**src/hw/rtl/ptf_ram.sv**
```systemverilog
module ptf_ram #(
  parameter int WIDTH = 16,
  parameter int DEPTH = 256
) (
  input  logic                     clk_i,
  input  logic                     we_i,
  input  logic [$clog2(DEPTH)-1:0] waddr_i,
  input  logic [WIDTH-1:0]         wdata_i,
  input  logic [$clog2(DEPTH)-1:0] raddr_i,
  output logic [WIDTH-1:0]         rdata_o
);

  logic [WIDTH-1:0] mem_q [DEPTH];
  logic [WIDTH-1:0] rdata_q;

  always_ff @(posedge clk_i) begin
    if (we_i) begin
      mem_q[waddr_i] <= wdata_i;
    end
    rdata_q <= mem_q[raddr_i];
  end

  assign rdata_o = rdata_q;

endmodule

```
**config.mk**
```make
export PLATFORM = sky130hd
export DESIGN_NAME = ptf_ram
export DESIGN_NICKNAME = d
export VERILOG_FILES = /design/src/hw/rtl/ptf_ram.sv
export SDC_FILE = /design/constraint.sdc
export NUM_CORES = 2
export LEC_CHECK = 0
export ABC_AREA = 0
export BUFFER_PORTS_ARGS = -buffer_cell sky130_fd_sc_hd__buf_2
export CORE_ASPECT_RATIO = 1.25
export CORE_MARGIN = 2
export CORE_UTILIZATION = 57
export DETAILED_ROUTE_END_ITERATION = 10
export PLACE_DENSITY = 0.76
export SYNTH_ARGS = -nofsm -noshare
export SYNTH_HDL_FRONTEND = slang
export SYNTH_SLANG_ARGS = --single-unit
```
**constraint.sdc**
```tcl
create_clock -name clk_i -period 2.55 [get_ports clk_i]
set_clock_uncertainty 0.2 [all_clocks]
set_input_delay 0.255 -clock clk_i [delete_from_list [all_inputs] [get_ports clk_i]]
set_output_delay 0.255 -clock clk_i [all_outputs]
set_load 0.03 [all_outputs]
```
==> impl_results.md <==
* Initial antenna violation count at 24
* Die X at 476.0 µm
* Fraction of layout cells with a size suffix above 1 at 30.91%
* Ys flop type: edfxtp_1
* Clk buf depth at 4
* GR Util met1 at about two fifths
* Fillcell total at about 16000
* Row Count at ~220
* Total track usage at 30.70%
* Wire length per cell at between 30 and 40 µm
* Die Y at about 590 µm
* Largest net degree at the start of global routing at 143
* Vias in the first global route at ~85000
* Number of synthesis warnings at 0
* Seq/Total Area, Yosys at 77.70%
* Area of the multi-input gates at roughly 34000 µm²
* Setup WS post-layout at -0.2317 ns
* Routed Antenna Nets at 0
* Area growth from synthesis to layout at 18.18%
* Final Hold Viols at 0
* Top-count cell post-synth: edfxtp_1
* Area share of the largest cell type after synthesis at roughly 77%
* Max Freq at 0.3595 GHz
* Max-cap violations at 0
* Crit Path Max Fanout at 15
* GRT overflow at 0
* RePlAce Congestion at 0.9471
* Met3 usage at 5.512%
* Syn nets at 7394
* HPWL after detailed placement at 266.1 mm
* CTS tree: built
* Leakage power at just over 60 nW
* Mean post-synth cell area at roughly 22 µm²
* Synth unique cells at 52
* Drt pass-1 iters at 6
* Outcome: finished, violations left
* Full die area at approximately 280000 µm²
* Tcrit/Tclk final at 109.1%
* Final setup viols at 10
* Nets at between 8000 and 9000
* DRT iter0 DRCs at about 12000
* WP data required at around 3.2 ns
* # port buffers at ~50
* Final Max Tran Viols at 0
* Register area at ~120000 µm²
* Syn Inst Count at 7360
* Core area at around 280000 µm²
* VDD IR max at roughly 0.56 mV
* H-tree levels at 5
* Slew margin rel. at about a fifth
* CTS buffer count at roughly 370
* Vias at 84190
* Clock root cell: clkbuf_16
* Synth area leaders: edfxtp_1 77%, mux4_2 11%, mux2i_1 3.6%, o221ai_1 1.4%, nor2_1 0.72%
* Worst setup path category: in2reg
* Post-Syn Area at approximately 160000 µm²
* Met2 Use GR at around half
* Final Critical Period at ~2.8 ns
* EDFF count, synth at 4096
* Initial core utilization at a little under three fifths
* Cell taking the most area after synthesis: edfxtp_1
* Total power at between 100 and 150 mW
* Synth top cells by count: 4096 x edfxtp_1, 797 x mux4_2, 565 x mux2i_1
* Worst-Skew Late Latency at 0.92 ns
* Data arrival, critical path at ~3.4 ns
* Top Ports at 50
* CP startpoint kind: primary input
* First-pass GRT wire length at a little over 600 mm
* Hold Path Class: in2reg
* Busiest grt layer: met2
* Failing checks: negative setup slack
* Clk sink count at 4112
* TNS Setup at -0.7910 ns
* Worst Tran Pin Value at 1.187 ns
* Crit. End Element: flip-flop
* Pwr Density at roughly 750 nW/µm²
* Post-synth ARST share at 0%
* Unrepaired setup endpoints after global routing: true
* WL final at about 440 mm
* Clock slew at reported path FFs at 0.07 ns
* Routed vias/inst at 6.739
* DRC at 0
* Post-synthesis register bit count at roughly 4100
==> cell families (layout without fill, tap and decap cells) <==
group	count (synthesis)	after routing	share of synthesized area, %
AO/OA/AOI/OAI	786	786	3.537
flip-flops	4112	4112	77.70
buffers and inverters	456	1871	1.693
multiplexers	1450	1450	15.50
other	0	13	0
AND/OR/NAND/NOR	556	556	1.574
==> repair_timing <==
action,in CTS,in global routing
pin swaps,31,25
endpoints found under the setup margin,16,16
gates resized for setup,143,45
buffers inserted,6,0
cloned,7,1
hold endpoints to repair,4464,0
hold buffers,27,0
==> critical path, stage by stage <==
cell and delay [ns]:
buf_12 0.19, buf_12 0.21, buf_6 0.21, buf_16 0.18, buf_8 0.18, mux4_2 0.28, and3_4 0.22, a31oi_4 0.05
a22oi_2 0.38, nand4_1 0.66, nor4_2 0.49
==> layout make-up <==
class	count	area share, %
timing repair buffer	1204	7.267
antenna	13	0.01734
inverter	4	0.01468
sequential	4112	65.74
multi-input combinational	2792	18.00
clock buffer	437	5.195
tap	3706	2.472
clock inverter	226	1.287
==> metal layers <==
layer | wire, µm | part of all wire [%]
met1 | 146900 | 34
met2 | 214300 | 49
met3 | 45210 | 10
met4 | 29090 | 6.7
met5 | 57 | 0.013
==> registers in the layout, indices dropped and copies added, names as in the netlist <==
signal / cells
rdata_o: 16
mem_q: 4096
==> where the power goes <==
group | switching [mW] | internal, mW | leakage, nW
Clock | 24.3 | 32.4 | 5.92
Combinational | 5.10 | 3.38 | 18.2
Sequential | 0.140 | 74.5 | 36.9
==> final timing paths <==
path                                     end  depth (start not counted)      startpoint  slack [ns]
worst max-delay path              rdata_o[7]                         11      raddr_i[1]       -0.23
worst min-delay path            mem_q[19][7]                          2      wdata_i[7]        0.08
worst max register to register    rdata_o[7]                          6   mem_q[227][7]       -0.19
worst min register to register   rdata_o[14]                          6  mem_q[122][14]        0.88
==> cell usage in the layout (no fill, tap or decap), types with 19 or more instances in the layout <==
| master | n |
|---|---|
| a22oi_1 | 40 |
| nor2_1 | 283 |
| nand2_1 | 38 |
| nand3_1 | 28 |
| clkinv_2 | 56 |
| buf_2 | 28 |
| buf_12 | 314 |
| dlygate4sd3_1 | 27 |
| clkbuf_1 | 56 |
| clkbuf_16 | 382 |
| mux2i_1 | 565 |
| buf_6 | 19 |
| nand4_1 | 26 |
| bufinv_16 | 51 |
| mux2_2 | 72 |
| nor2_2 | 20 |
| nor3_1 | 90 |
| o21ai_0 | 36 |
| a21oi_1 | 173 |
| o22ai_1 | 146 |
| clkinv_1 | 87 |
| buf_4 | 776 |
| o221ai_1 | 250 |
| mux4_2 | 797 |
| edfxtp_1 | 4096 |
==> metrics by stage <==
stage	instances	util [%]	area [µm²]	hold WS, ns	worst slack, ns
floorplan	7360	-	158700	0.1539	-0.07000
global placement	11790	62.73	173800	0.3774	-1.534
detailed placement	11790	62.73	173800	0.3955	-1.590
CTS	12480	67.59	187200	0.06585	-0.08285
global route	12490	67.70	187600	0.08904	-0.1839
finish	12490	67.71	187600	0.07611	-0.2317
Note: power is estimated with default switching activity, not from simulation.
